**src/rtl/rvdec_pkg.sv**
```systemverilog
// rvdec_pkg: shared types and constants for the rv32i instruction decoder
// opcode and funct codes, result code enums, control flag masks, decoded record
// no dependencies
package rvdec_pkg;

  // major opcodes
  localparam logic [6:0] OPC_LOAD   = 7'h03;
  localparam logic [6:0] OPC_OP_IMM = 7'h13;
  localparam logic [6:0] OPC_AUIPC  = 7'h17;
  localparam logic [6:0] OPC_STORE  = 7'h23;
  localparam logic [6:0] OPC_OP     = 7'h33;
  localparam logic [6:0] OPC_LUI    = 7'h37;
  localparam logic [6:0] OPC_BRANCH = 7'h63;
  localparam logic [6:0] OPC_JALR   = 7'h67;
  localparam logic [6:0] OPC_JAL    = 7'h6F;
  localparam logic [6:0] OPC_SYSTEM = 7'h73;

  // funct7 values
  localparam logic [6:0] F7_BASE = 7'h00;
  localparam logic [6:0] F7_ALT  = 7'h20;

  // system immediates
  localparam logic [11:0] SYS_ECALL  = 12'h000;
  localparam logic [11:0] SYS_EBREAK = 12'h001;

  // control flag masks
  localparam logic [7:0] FLAG_REG_WRITE = 8'h01;
  localparam logic [7:0] FLAG_MEM_READ  = 8'h02;
  localparam logic [7:0] FLAG_MEM_WRITE = 8'h04;
  localparam logic [7:0] FLAG_SRC_IMM   = 8'h08;
  localparam logic [7:0] FLAG_SRC_PC    = 8'h10;
  localparam logic [7:0] FLAG_BRANCH    = 8'h20;
  localparam logic [7:0] FLAG_JUMP      = 8'h40;
  localparam logic [7:0] FLAG_MEM_UNS   = 8'h80;

  typedef enum logic [5:0] {
    K_INVALID = 6'd0,
    K_ADD   = 6'd1,  K_SUB   = 6'd2,  K_SLL   = 6'd3,  K_SLT   = 6'd4,
    K_SLTU  = 6'd5,  K_XOR   = 6'd6,  K_SRL   = 6'd7,  K_SRA   = 6'd8,
    K_OR    = 6'd9,  K_AND   = 6'd10, K_ADDI  = 6'd11, K_SLTI  = 6'd12,
    K_SLTIU = 6'd13, K_XORI  = 6'd14, K_ORI   = 6'd15, K_ANDI  = 6'd16,
    K_SLLI  = 6'd17, K_SRLI  = 6'd18, K_SRAI  = 6'd19, K_LB    = 6'd20,
    K_LH    = 6'd21, K_LW    = 6'd22, K_LBU   = 6'd23, K_LHU   = 6'd24,
    K_SB    = 6'd25, K_SH    = 6'd26, K_SW    = 6'd27, K_BEQ   = 6'd28,
    K_BNE   = 6'd29, K_BLT   = 6'd30, K_BGE   = 6'd31, K_BLTU  = 6'd32,
    K_BGEU  = 6'd33, K_LUI   = 6'd34, K_AUIPC = 6'd35, K_JAL   = 6'd36,
    K_JALR  = 6'd37, K_ECALL = 6'd38, K_EBREAK = 6'd39
  } kind_t;

  typedef enum logic [2:0] {
    FMT_NONE = 3'd0, FMT_R = 3'd1, FMT_I = 3'd2, FMT_S = 3'd3,
    FMT_B = 3'd4, FMT_U = 3'd5, FMT_J = 3'd6
  } format_t;

  typedef enum logic [3:0] {
    ALU_NONE = 4'd0, ALU_ADD = 4'd1, ALU_SUB = 4'd2, ALU_SLL = 4'd3,
    ALU_SLT = 4'd4, ALU_SLTU = 4'd5, ALU_XOR = 4'd6, ALU_SRL = 4'd7,
    ALU_SRA = 4'd8, ALU_OR = 4'd9, ALU_AND = 4'd10
  } alu_t;

  typedef enum logic [2:0] {
    WB_NONE = 3'd0, WB_ALU = 3'd1, WB_MEM = 3'd2, WB_IMM = 3'd3, WB_PC4 = 3'd4
  } wb_t;

  typedef enum logic [1:0] {
    MW_NONE = 2'd0, MW_BYTE = 2'd1, MW_HALF = 2'd2, MW_WORD = 2'd3
  } mem_width_t;

  typedef enum logic [2:0] {
    BC_NONE = 3'd0, BC_EQ = 3'd1, BC_NE = 3'd2, BC_LT = 3'd3,
    BC_GE = 3'd4, BC_LTU = 3'd5, BC_GEU = 3'd6
  } branch_cond_t;

  typedef struct packed {
    kind_t               kind;
    format_t             format;
    logic [4:0]          dest_reg;
    logic [4:0]          src_reg_a;
    logic [4:0]          src_reg_b;
    logic signed [31:0]  imm_value;
    alu_t                alu;
    wb_t                 wb;
    logic [7:0]          flags;
    mem_width_t          mem_width;
    branch_cond_t        branch_cond;
  } dec_t;

endpackage

```
**src/rtl/rvdec_if.sv**
```systemverilog
// rvdec_in_if / rvdec_out_if: valid/ready channels of the instruction decoder
// depends on nothing; payload widths follow the decoder's item fields
interface rvdec_in_if;
  logic        valid;
  logic        ready;
  logic [31:0] instr_word;

  modport source(output valid, output instr_word, input ready);
  modport sink(input valid, input instr_word, output ready);
endinterface

interface rvdec_out_if;
  logic               valid;
  logic               ready;
  logic [5:0]         instr_kind;
  logic [2:0]         instr_format;
  logic [4:0]         dest_reg;
  logic [4:0]         src_reg_a;
  logic [4:0]         src_reg_b;
  logic signed [31:0] imm_value;
  logic [3:0]         alu_select;
  logic [2:0]         wb_source;
  logic [7:0]         ctrl_flags;
  logic [1:0]         mem_width;
  logic [2:0]         branch_cond;

  modport source(
    output valid, output instr_kind, output instr_format, output dest_reg,
    output src_reg_a, output src_reg_b, output imm_value, output alu_select,
    output wb_source, output ctrl_flags, output mem_width, output branch_cond,
    input ready
  );
  modport sink(
    input valid, input instr_kind, input instr_format, input dest_reg,
    input src_reg_a, input src_reg_b, input imm_value, input alu_select,
    input wb_source, input ctrl_flags, input mem_width, input branch_cond,
    output ready
  );
endinterface

```
**src/rtl/rv32i_instruction_decoder.sv**
```systemverilog
// rv32i_instruction_decoder: two-register decode pipeline for rv32i words
// depends on rvdec_pkg and the channel interfaces in rvdec_if.sv
//
// usage
//   instr_ch carries one raw 32-bit instruction word per item; dec_ch carries
//   the decoded record: kind, format, rd/rs1/rs2, sign-extended immediate and
//   the pipeline controls (alu op, writeback source, flags, width, condition)
//   an item is moved on any rising edge where valid and ready are both high
// timing
//   the word is captured in an input register, decoded by one shallow level of
//   opcode/funct logic and stored in the result register once that register is
//   free (empty or being taken); dec_ch is driven from the result register
//   one item per cycle sustained; the only limit is the result register
//   draining, so instr_ch.ready stays high as long as dec_ch is taking items
// stall
//   when dec_ch.ready is low the result holds; the input register can still
//   take one more item, after which instr_ch.ready drops until space frees up
// reset
//   rst (synchronous) empties both registers; no item is in flight afterwards
//   and the decoder itself holds no other state
module rv32i_instruction_decoder
  import rvdec_pkg::*;
(
  input  logic         clk,
  input  logic         rst,
  rvdec_in_if.sink     instr_ch,
  rvdec_out_if.source  dec_ch
);

  // input register
  logic        s1_valid;
  logic [31:0] s1_word;

  // result register
  logic        out_valid;
  dec_t        out_dec;

  dec_t        dec_next;

  logic        out_free;
  logic        s1_free;

  assign out_free        = !out_valid || dec_ch.ready;
  assign s1_free         = !s1_valid || out_free;
  assign instr_ch.ready  = s1_free;

  always_ff @(posedge clk) begin
    if (rst) begin
      s1_valid <= 1'b0;
    end else if (s1_free) begin
      s1_valid <= instr_ch.valid;
    end
  end

  always_ff @(posedge clk) begin
    if (s1_free && instr_ch.valid) begin
      s1_word <= instr_ch.instr_word;
    end
  end

  always_ff @(posedge clk) begin
    if (rst) begin
      out_valid <= 1'b0;
    end else if (out_free) begin
      out_valid <= s1_valid;
    end
  end

  always_ff @(posedge clk) begin
    if (out_free && s1_valid) begin
      out_dec <= dec_next;
    end
  end

  // decode of the word held in the input register
  logic [6:0]  opc;
  logic [2:0]  f3;
  logic [6:0]  f7;
  logic [31:0] imm_i;
  logic [31:0] imm_s;
  logic [31:0] imm_b;
  logic [31:0] imm_u;
  logic [31:0] imm_j;

  assign opc   = s1_word[6:0];
  assign f3    = s1_word[14:12];
  assign f7    = s1_word[31:25];
  assign imm_i = {{20{s1_word[31]}}, s1_word[31:20]};
  assign imm_s = {{20{s1_word[31]}}, s1_word[31:25], s1_word[11:7]};
  assign imm_b = {{19{s1_word[31]}}, s1_word[31], s1_word[7], s1_word[30:25],
                  s1_word[11:8], 1'b0};
  assign imm_u = {s1_word[31:12], 12'b0};
  assign imm_j = {{11{s1_word[31]}}, s1_word[31], s1_word[19:12], s1_word[20],
                  s1_word[30:21], 1'b0};

  always_comb begin
    dec_next           = '0;
    // register fields come straight from the word whatever the opcode
    dec_next.dest_reg  = s1_word[11:7];
    dec_next.src_reg_a = s1_word[19:15];
    dec_next.src_reg_b = s1_word[24:20];

    case (opc)
      OPC_OP: begin
        dec_next.format = FMT_R;
        if (f7 == F7_BASE) begin
          case (f3)
            3'd0: begin dec_next.kind = K_ADD;  dec_next.alu = ALU_ADD;  end
            3'd1: begin dec_next.kind = K_SLL;  dec_next.alu = ALU_SLL;  end
            3'd2: begin dec_next.kind = K_SLT;  dec_next.alu = ALU_SLT;  end
            3'd3: begin dec_next.kind = K_SLTU; dec_next.alu = ALU_SLTU; end
            3'd4: begin dec_next.kind = K_XOR;  dec_next.alu = ALU_XOR;  end
            3'd5: begin dec_next.kind = K_SRL;  dec_next.alu = ALU_SRL;  end
            3'd6: begin dec_next.kind = K_OR;   dec_next.alu = ALU_OR;   end
            default: begin dec_next.kind = K_AND; dec_next.alu = ALU_AND; end
          endcase
        end else if (f7 == F7_ALT && f3 == 3'd0) begin
          dec_next.kind = K_SUB;
          dec_next.alu  = ALU_SUB;
        end else if (f7 == F7_ALT && f3 == 3'd5) begin
          dec_next.kind = K_SRA;
          dec_next.alu  = ALU_SRA;
        end
        if (dec_next.kind != K_INVALID) begin
          dec_next.wb    = WB_ALU;
          dec_next.flags = FLAG_REG_WRITE;
        end
      end

      OPC_OP_IMM: begin
        dec_next.format    = FMT_I;
        dec_next.imm_value = imm_i;
        case (f3)
          3'd0: begin dec_next.kind = K_ADDI;  dec_next.alu = ALU_ADD;  end
          3'd2: begin dec_next.kind = K_SLTI;  dec_next.alu = ALU_SLT;  end
          3'd3: begin dec_next.kind = K_SLTIU; dec_next.alu = ALU_SLTU; end
          3'd4: begin dec_next.kind = K_XORI;  dec_next.alu = ALU_XOR;  end
          3'd6: begin dec_next.kind = K_ORI;   dec_next.alu = ALU_OR;   end
          3'd7: begin dec_next.kind = K_ANDI;  dec_next.alu = ALU_AND;  end
          3'd1: begin
            if (f7 == F7_BASE) begin
              dec_next.kind = K_SLLI;
              dec_next.alu  = ALU_SLL;
            end
          end
          default: begin
            if (f7 == F7_BASE) begin
              dec_next.kind = K_SRLI;
              dec_next.alu  = ALU_SRL;
            end else if (f7 == F7_ALT) begin
              dec_next.kind = K_SRAI;
              dec_next.alu  = ALU_SRA;
            end
          end
        endcase
        // valid shift immediates keep only the shift amount
        if (dec_next.kind == K_SLLI || dec_next.kind == K_SRLI ||
            dec_next.kind == K_SRAI) begin
          dec_next.imm_value = {27'b0, s1_word[24:20]};
        end
        if (dec_next.kind != K_INVALID) begin
          dec_next.wb    = WB_ALU;
          dec_next.flags = FLAG_REG_WRITE | FLAG_SRC_IMM;
        end
      end

      OPC_LOAD: begin
        dec_next.format    = FMT_I;
        dec_next.imm_value = imm_i;
        case (f3)
          3'd0: begin dec_next.kind = K_LB;  dec_next.mem_width = MW_BYTE; end
          3'd1: begin dec_next.kind = K_LH;  dec_next.mem_width = MW_HALF; end
          3'd2: begin dec_next.kind = K_LW;  dec_next.mem_width = MW_WORD; end
          3'd4: begin dec_next.kind = K_LBU; dec_next.mem_width = MW_BYTE; end
          3'd5: begin dec_next.kind = K_LHU; dec_next.mem_width = MW_HALF; end
          default: begin
            dec_next.kind = K_INVALID;
          end
        endcase
        if (dec_next.kind != K_INVALID) begin
          dec_next.alu   = ALU_ADD;
          dec_next.wb    = WB_MEM;
          dec_next.flags = FLAG_REG_WRITE | FLAG_MEM_READ | FLAG_SRC_IMM;
          if (dec_next.kind == K_LBU || dec_next.kind == K_LHU) begin
            dec_next.flags = dec_next.flags | FLAG_MEM_UNS;
          end
        end
      end

      OPC_STORE: begin
        dec_next.format    = FMT_S;
        dec_next.imm_value = imm_s;
        case (f3)
          3'd0: begin dec_next.kind = K_SB; dec_next.mem_width = MW_BYTE; end
          3'd1: begin dec_next.kind = K_SH; dec_next.mem_width = MW_HALF; end
          3'd2: begin dec_next.kind = K_SW; dec_next.mem_width = MW_WORD; end
          default: begin
            dec_next.kind = K_INVALID;
          end
        endcase
        if (dec_next.kind != K_INVALID) begin
          dec_next.alu   = ALU_ADD;
          dec_next.flags = FLAG_MEM_WRITE | FLAG_SRC_IMM;
        end
      end

      OPC_BRANCH: begin
        dec_next.format    = FMT_B;
        dec_next.imm_value = imm_b;
        case (f3)
          3'd0: begin dec_next.kind = K_BEQ;  dec_next.branch_cond = BC_EQ;  end
          3'd1: begin dec_next.kind = K_BNE;  dec_next.branch_cond = BC_NE;  end
          3'd4: begin dec_next.kind = K_BLT;  dec_next.branch_cond = BC_LT;  end
          3'd5: begin dec_next.kind = K_BGE;  dec_next.branch_cond = BC_GE;  end
          3'd6: begin dec_next.kind = K_BLTU; dec_next.branch_cond = BC_LTU; end
          3'd7: begin dec_next.kind = K_BGEU; dec_next.branch_cond = BC_GEU; end
          default: begin
            dec_next.kind = K_INVALID;
          end
        endcase
        if (dec_next.kind != K_INVALID) begin
          dec_next.alu   = ALU_SUB;
          dec_next.flags = FLAG_BRANCH;
        end
      end

      OPC_LUI: begin
        dec_next.format    = FMT_U;
        dec_next.imm_value = imm_u;
        dec_next.kind      = K_LUI;
        dec_next.wb        = WB_IMM;
        dec_next.flags     = FLAG_REG_WRITE;
      end

      OPC_AUIPC: begin
        dec_next.format    = FMT_U;
        dec_next.imm_value = imm_u;
        dec_next.kind      = K_AUIPC;
        dec_next.alu       = ALU_ADD;
        dec_next.wb        = WB_ALU;
        dec_next.flags     = FLAG_REG_WRITE | FLAG_SRC_PC | FLAG_SRC_IMM;
      end

      OPC_JAL: begin
        dec_next.format    = FMT_J;
        dec_next.imm_value = imm_j;
        dec_next.kind      = K_JAL;
        dec_next.alu       = ALU_ADD;
        dec_next.wb        = WB_PC4;
        dec_next.flags     = FLAG_REG_WRITE | FLAG_JUMP | FLAG_SRC_PC | FLAG_SRC_IMM;
      end

      OPC_JALR: begin
        dec_next.format    = FMT_I;
        dec_next.imm_value = imm_i;
        if (f3 == 3'd0) begin
          dec_next.kind  = K_JALR;
          dec_next.alu   = ALU_ADD;
          dec_next.wb    = WB_PC4;
          dec_next.flags = FLAG_REG_WRITE | FLAG_JUMP | FLAG_SRC_IMM;
        end
      end

      OPC_SYSTEM: begin
        // ecall and ebreak carry no controls; rd and rs1 are not checked
        dec_next.format    = FMT_I;
        dec_next.imm_value = imm_i;
        if (f3 == 3'd0 && s1_word[31:20] == SYS_ECALL) begin
          dec_next.kind = K_ECALL;
        end else if (f3 == 3'd0 && s1_word[31:20] == SYS_EBREAK) begin
          dec_next.kind = K_EBREAK;
        end
      end

      default: begin
        dec_next.format = FMT_NONE;
      end
    endcase
  end

  // result channel
  assign dec_ch.valid        = out_valid;
  assign dec_ch.instr_kind   = out_dec.kind;
  assign dec_ch.instr_format = out_dec.format;
  assign dec_ch.dest_reg     = out_dec.dest_reg;
  assign dec_ch.src_reg_a    = out_dec.src_reg_a;
  assign dec_ch.src_reg_b    = out_dec.src_reg_b;
  assign dec_ch.imm_value    = out_dec.imm_value;
  assign dec_ch.alu_select   = out_dec.alu;
  assign dec_ch.wb_source    = out_dec.wb;
  assign dec_ch.ctrl_flags   = out_dec.flags;
  assign dec_ch.mem_width    = out_dec.mem_width;
  assign dec_ch.branch_cond  = out_dec.branch_cond;

endmodule

```
**src/flat_wrapper.sv**
```systemverilog
// flat-port wrapper written by rule: the top's interface ports become plain ports
module rv32i_instruction_decoder_flat import rvdec_pkg::*;
  (clk, rst, instr_ch_valid, instr_ch_instr_word, instr_ch_ready, dec_ch_valid, dec_ch_instr_kind, dec_ch_instr_format, dec_ch_dest_reg, dec_ch_src_reg_a, dec_ch_src_reg_b, dec_ch_imm_value, dec_ch_alu_select, dec_ch_wb_source, dec_ch_ctrl_flags, dec_ch_mem_width, dec_ch_branch_cond, dec_ch_ready);
  rvdec_in_if instr_ch_i ();
  rvdec_out_if dec_ch_i ();
  input  logic clk;
  input  logic rst;
  input wire logic [$bits(instr_ch_i.valid)-1:0] instr_ch_valid;
  input wire logic [$bits(instr_ch_i.instr_word)-1:0] instr_ch_instr_word;
  output wire logic [$bits(instr_ch_i.ready)-1:0] instr_ch_ready;
  output wire logic [$bits(dec_ch_i.valid)-1:0] dec_ch_valid;
  output wire logic [$bits(dec_ch_i.instr_kind)-1:0] dec_ch_instr_kind;
  output wire logic [$bits(dec_ch_i.instr_format)-1:0] dec_ch_instr_format;
  output wire logic [$bits(dec_ch_i.dest_reg)-1:0] dec_ch_dest_reg;
  output wire logic [$bits(dec_ch_i.src_reg_a)-1:0] dec_ch_src_reg_a;
  output wire logic [$bits(dec_ch_i.src_reg_b)-1:0] dec_ch_src_reg_b;
  output wire logic [$bits(dec_ch_i.imm_value)-1:0] dec_ch_imm_value;
  output wire logic [$bits(dec_ch_i.alu_select)-1:0] dec_ch_alu_select;
  output wire logic [$bits(dec_ch_i.wb_source)-1:0] dec_ch_wb_source;
  output wire logic [$bits(dec_ch_i.ctrl_flags)-1:0] dec_ch_ctrl_flags;
  output wire logic [$bits(dec_ch_i.mem_width)-1:0] dec_ch_mem_width;
  output wire logic [$bits(dec_ch_i.branch_cond)-1:0] dec_ch_branch_cond;
  input wire logic [$bits(dec_ch_i.ready)-1:0] dec_ch_ready;
  assign instr_ch_i.valid = instr_ch_valid;
  assign instr_ch_i.instr_word = instr_ch_instr_word;
  assign instr_ch_ready = instr_ch_i.ready;
  assign dec_ch_valid = dec_ch_i.valid;
  assign dec_ch_instr_kind = dec_ch_i.instr_kind;
  assign dec_ch_instr_format = dec_ch_i.instr_format;
  assign dec_ch_dest_reg = dec_ch_i.dest_reg;
  assign dec_ch_src_reg_a = dec_ch_i.src_reg_a;
  assign dec_ch_src_reg_b = dec_ch_i.src_reg_b;
  assign dec_ch_imm_value = dec_ch_i.imm_value;
  assign dec_ch_alu_select = dec_ch_i.alu_select;
  assign dec_ch_wb_source = dec_ch_i.wb_source;
  assign dec_ch_ctrl_flags = dec_ch_i.ctrl_flags;
  assign dec_ch_mem_width = dec_ch_i.mem_width;
  assign dec_ch_branch_cond = dec_ch_i.branch_cond;
  assign dec_ch_i.ready = dec_ch_ready;
  rv32i_instruction_decoder u_core (.clk(clk), .rst(rst), .instr_ch(instr_ch_i), .dec_ch(dec_ch_i));
endmodule
```
**config.mk**
```make
export PLATFORM = sky130hd
export DESIGN_NAME = rv32i_instruction_decoder_flat
export DESIGN_NICKNAME = d
export VERILOG_FILES = /design/src/rtl/rvdec_pkg.sv /design/src/rtl/rvdec_if.sv /design/src/rtl/rv32i_instruction_decoder.sv /design/src/flat_wrapper.sv
export SDC_FILE = /design/constraint.sdc
export NUM_CORES = 1
export LEC_CHECK = 0
export BUFFER_PORTS_ARGS = -buffer_cell sky130_fd_sc_hd__buf_2
export CAP_MARGIN = 20
export CORE_MARGIN = 3
export CORE_UTILIZATION = 48
export DETAILED_ROUTE_END_ITERATION = 12
export HOLD_SLACK_MARGIN = 0.15
export PLACE_DENSITY = 0.75
export SLEW_MARGIN = 20
export SYNTH_ARGS = -nofsm -noshare
export SYNTH_HDL_FRONTEND = slang
export SYNTH_SLANG_ARGS = --single-unit
```
**constraint.sdc**
```tcl
create_clock -name clk -period 5.6 [get_ports clk]
set_clock_uncertainty 0.1 [all_clocks]
set_input_delay 1.68 -clock clk [delete_from_list [all_inputs] [get_ports clk]]
set_output_delay 1.68 -clock clk [all_outputs]
set_load 0.03 [all_outputs]
```
==> impl_summary.log <==
INFO  metric post-synth-top-area-cell = sky130_fd_sc_hd__edfxtp_1
INFO  metric grt_start_max_net_pins = 50
INFO  metric worst_setup_hold_path_clk_slew = 0.10 ns
INFO  metric worstMarginPinSlew = 1.05 ns
INFO  metric remaining_drc_errors = 0
INFO  metric drv_cap = 0
INFO  metric setup.worst_path.end_class = output port
INFO  metric rsz0062_at_grt = no
INFO  metric yosys.cell_count.top_type = sky130_fd_sc_hd__edfxtp_1
INFO  metric class_of_the_worst_hold_path = flop to flop
INFO  metric power_per_cell_area = 282 mW/mm^2
INFO  metric clk_buf_depth = 2
INFO  metric hpwlAfterDp = 7.09 mm
INFO  metric grt_antenna_before_repair = 0
INFO  metric regToRegStartpoint = u_core.s1_word[3]$_DFFE_PP_
INFO  metric synthDominantCellAreaShare = 66.6%
INFO  metric reg2reg_to = u_core.dec_ch.alu_select[1]$_DFFE_PP_
INFO  metric cts-hold-fix-buffers = 0
INFO  metric start_util = 49.6%
INFO  metric reg2reg_path_depth = 5
INFO  metric finalCritPeriodShare = 74.5%
INFO  metric gpl.final_weighted_congestion = 0.856
INFO  metric cp_data_required_time = 3.82 ns
INFO  metric final_hold_vios = 0
INFO  metric globalRouteTotalUtil = 17.8%
INFO  metric avgViaCountPerCell = 5.66
INFO  metric wl_per_cell = 17.0 um
INFO  metric synthesis.area_per_instance = 13.1 um^2
INFO  metric ir_worst_vdd = 0.153 mV
INFO  metric critPathLaunchType = primary input
INFO  metric path_class = primary input to output port
INFO  metric setup-tns-final = 0 ns
INFO  metric synth_cell_types = 68
INFO  metric detail_route.first_pass.iterations = 5
INFO  metric commonest_register_cell_after_synthesis = sky130_fd_sc_hd__edfxtp_1
INFO  metric antenna_violating_nets_post_route = 0
INFO  metric ys_async_sr_fraction = 0%
INFO  metric die-height = 107 um
INFO  metric h_tree_levels = 3
INFO  metric clock.fmax = 240 MHz
INFO  metric finish.net_count = 510
INFO  metric routed_wirelength = 10.4 mm
INFO  metric layout.core_utilization = 58.2%
INFO  metric leakagePower = 2.27 nW
INFO  metric violation_count_after_the_first_detailed_routing_iteration = 327
INFO  metric outcome = finished, final reports clean
INFO  metric post_synth_main_area_contributors = sky130_fd_sc_hd__edfxtp_1 (67%), sky130_fd_sc_hd__a21o_1 (3.4%), sky130_fd_sc_hd__a21oi_1 (3.1%)
INFO  metric synthesis.nets = 407
INFO  metric die_width = 107 um
INFO  metric cts_resized = 0
INFO  metric setup_fix_bufs_post_cts = 0
INFO  metric rows = 36
INFO  metric layout-area-overhead-vs-synth = 17.3%
INFO  metric core_region_area = 0.00982 mm^2
INFO  metric crit_path_max_fanout = 4
INFO  metric syn-instance-count = 371
INFO  metric route.vias.total = 3462
INFO  metric clock_insertion_delay_worst_skew = 0.37 ns
INFO  metric slew_headroom = 29.5%
INFO  metric share_of_the_yosys_chip_area_belonging_to_registers = 67.4%
INFO  metric pin_count = 114
INFO  metric portBuffers = 113
INFO  metric period_needed = 4.17 ns
INFO  metric die_area = 0.0114 mm^2
INFO  metric yosysWarnings = 0
INFO  metric final_max_slew_viol_count = 0
INFO  metric worstPathArrival = 2.39 ns
INFO  metric grt_first_pass_wirelength = 15.7 mm
INFO  metric globalRouteOverflowTotal = 0
INFO  metric clock_tree_from_tritoncts = yes
INFO  metric whs_endpoint = u_core.dec_ch.src_reg_a[0]$_DFFE_PP_
INFO  metric netlist_area = 0.00487 mm^2
INFO  metric synth_edf_count = 108
INFO  metric vias_in_the_first_global_route = 3072
INFO  metric timing.reg2reg.setup_slack = 2.66 ns
INFO  metric cts.sinks = 110
INFO  metric final_layout_size_suffix_gt1_share = 31.3%
INFO  metric hold-path-cell-count = 0
INFO  metric timing.final.setup_violations = 0
INFO  metric most_numerous_cell_types_in_the_synthesized_netlist = sky130_fd_sc_hd__edfxtp_1 (108), sky130_fd_sc_hd__nor2_1 (34), sky130_fd_sc_hd__a21oi_1 (30)
INFO  metric hold_path_startpoint = u_core.s1_word[15]$_DFFE_PP_
INFO  metric ys_seq_elements = 110
INFO  metric cts_root_buf = sky130_fd_sc_hd__clkbuf_8
INFO  metric antenna_cells_inserted = 0
INFO  metric cts_made_buffers = 9
## power by group
part	leakage, nW	total [mW]	switching [mW]	internal [mW]
Clock	0.0972	0.453	0.277	0.176
Combinational	1.16	0.174	0.122	0.0526
Sequential	1.01	0.985	0.0346	0.950
Total	2.27	1.61	0.434	1.18
## cells in the final DEF (no fill, tap or decap), drive strengths merged, types with 2 or more instances in the layout
cell,synthesis,layout
buf,8,116
nand2b,5,5
xor2,2,2
mux2i,2,2
nand3,10,10
inv,6,11
nand3b,2,2
o21a,3,3
o221ai,3,3
dfxtp,2,2
a21oi,30,30
nor3,13,13
nor2b,8,8
or4,2,2
nand2,20,20
a31oi,3,3
edfxtp,108,108
a211o,2,2
nor2,34,34
o21ai,12,12
or2,2,2
a211oi,3,3
nand4,2,2
clkbuf,16,10
a22o,4,4
or3,4,4
o21bai,2,2
a21o,24,24
a22oi,2,2
nor4,4,4
and2,8,8
o211ai,2,2
## critical path, stage by stage
cell and delay, ns:
sky130_fd_sc_hd__buf_2 0.09, sky130_fd_sc_hd__nor2b_1 0.30, sky130_fd_sc_hd__nand2_1 0.13, sky130_fd_sc_hd__buf_2 0.19
## layout make-up
cell class,count,area [um^2]
Tap cell,133,166
Clock buffer,10,128
Multi-Input combinational cell,231,1460
Inverter,6,22.5
Timing Repair Buffer,116,588
Clock inverter,6,60.1
Sequential cell,110,3280
Fill cell,840,4110
## logic make-up (layout without fill, tap and decap cells)
family | Yosys count | after routing | share of synthesized area, %
AND/OR/NAND/NOR | 121 | 121 | 13.9
AO/OA/AOI/OAI | 106 | 106 | 15.0
XOR/XNOR | 2 | 2 | 0.360
multiplexers | 2 | 2 | 0.411
flip-flops | 110 | 110 | 67.4
buffers and inverters | 30 | 138 | 2.85
## per-stage QoR
stage | std cells | setup WS [ns] | power, mW | instance area, um^2 | hold slack [ns]
after floorplan | 371 | 1.33 | 1.12 | 4870 | 0.327
after global placement | 596 | 1.47 | 1.17 | 5520 | 0.331
after detailed placement | 596 | 1.42 | 1.18 | 5520 | 0.337
after CTS | 612 | 1.42 | 1.62 | 5710 | 0.359
after global routing | 612 | 1.38 | 1.67 | 5710 | 0.369
final | 612 | 1.43 | 1.61 | 5710 | 0.358
## how the worst max path moves through the flow
stage,start,end
final,dec_ch_ready,instr_ch_ready
after CTS,dec_ch_ready,instr_ch_ready
after detailed placement,dec_ch_ready,instr_ch_ready
after floorplan,dec_ch_ready,u_core.dec_ch.alu_select[0]$_DFFE_PP_
after global placement,dec_ch_ready,instr_ch_ready
after global routing,dec_ch_ready,instr_ch_ready
## metal layers
layer | up-vias | part of all wire, % | GRT usage (%)
met5 | - | 0 | 0
met4 | 0 | 1.9 | 7.21
met3 | 19 | 9.5 | 3.31
met2 | 207 | 46 | 27.6
met1 | 1611 | 42 | 25.0
li1 | 1625 | - | -
Power figures use the tool's default switching activity.
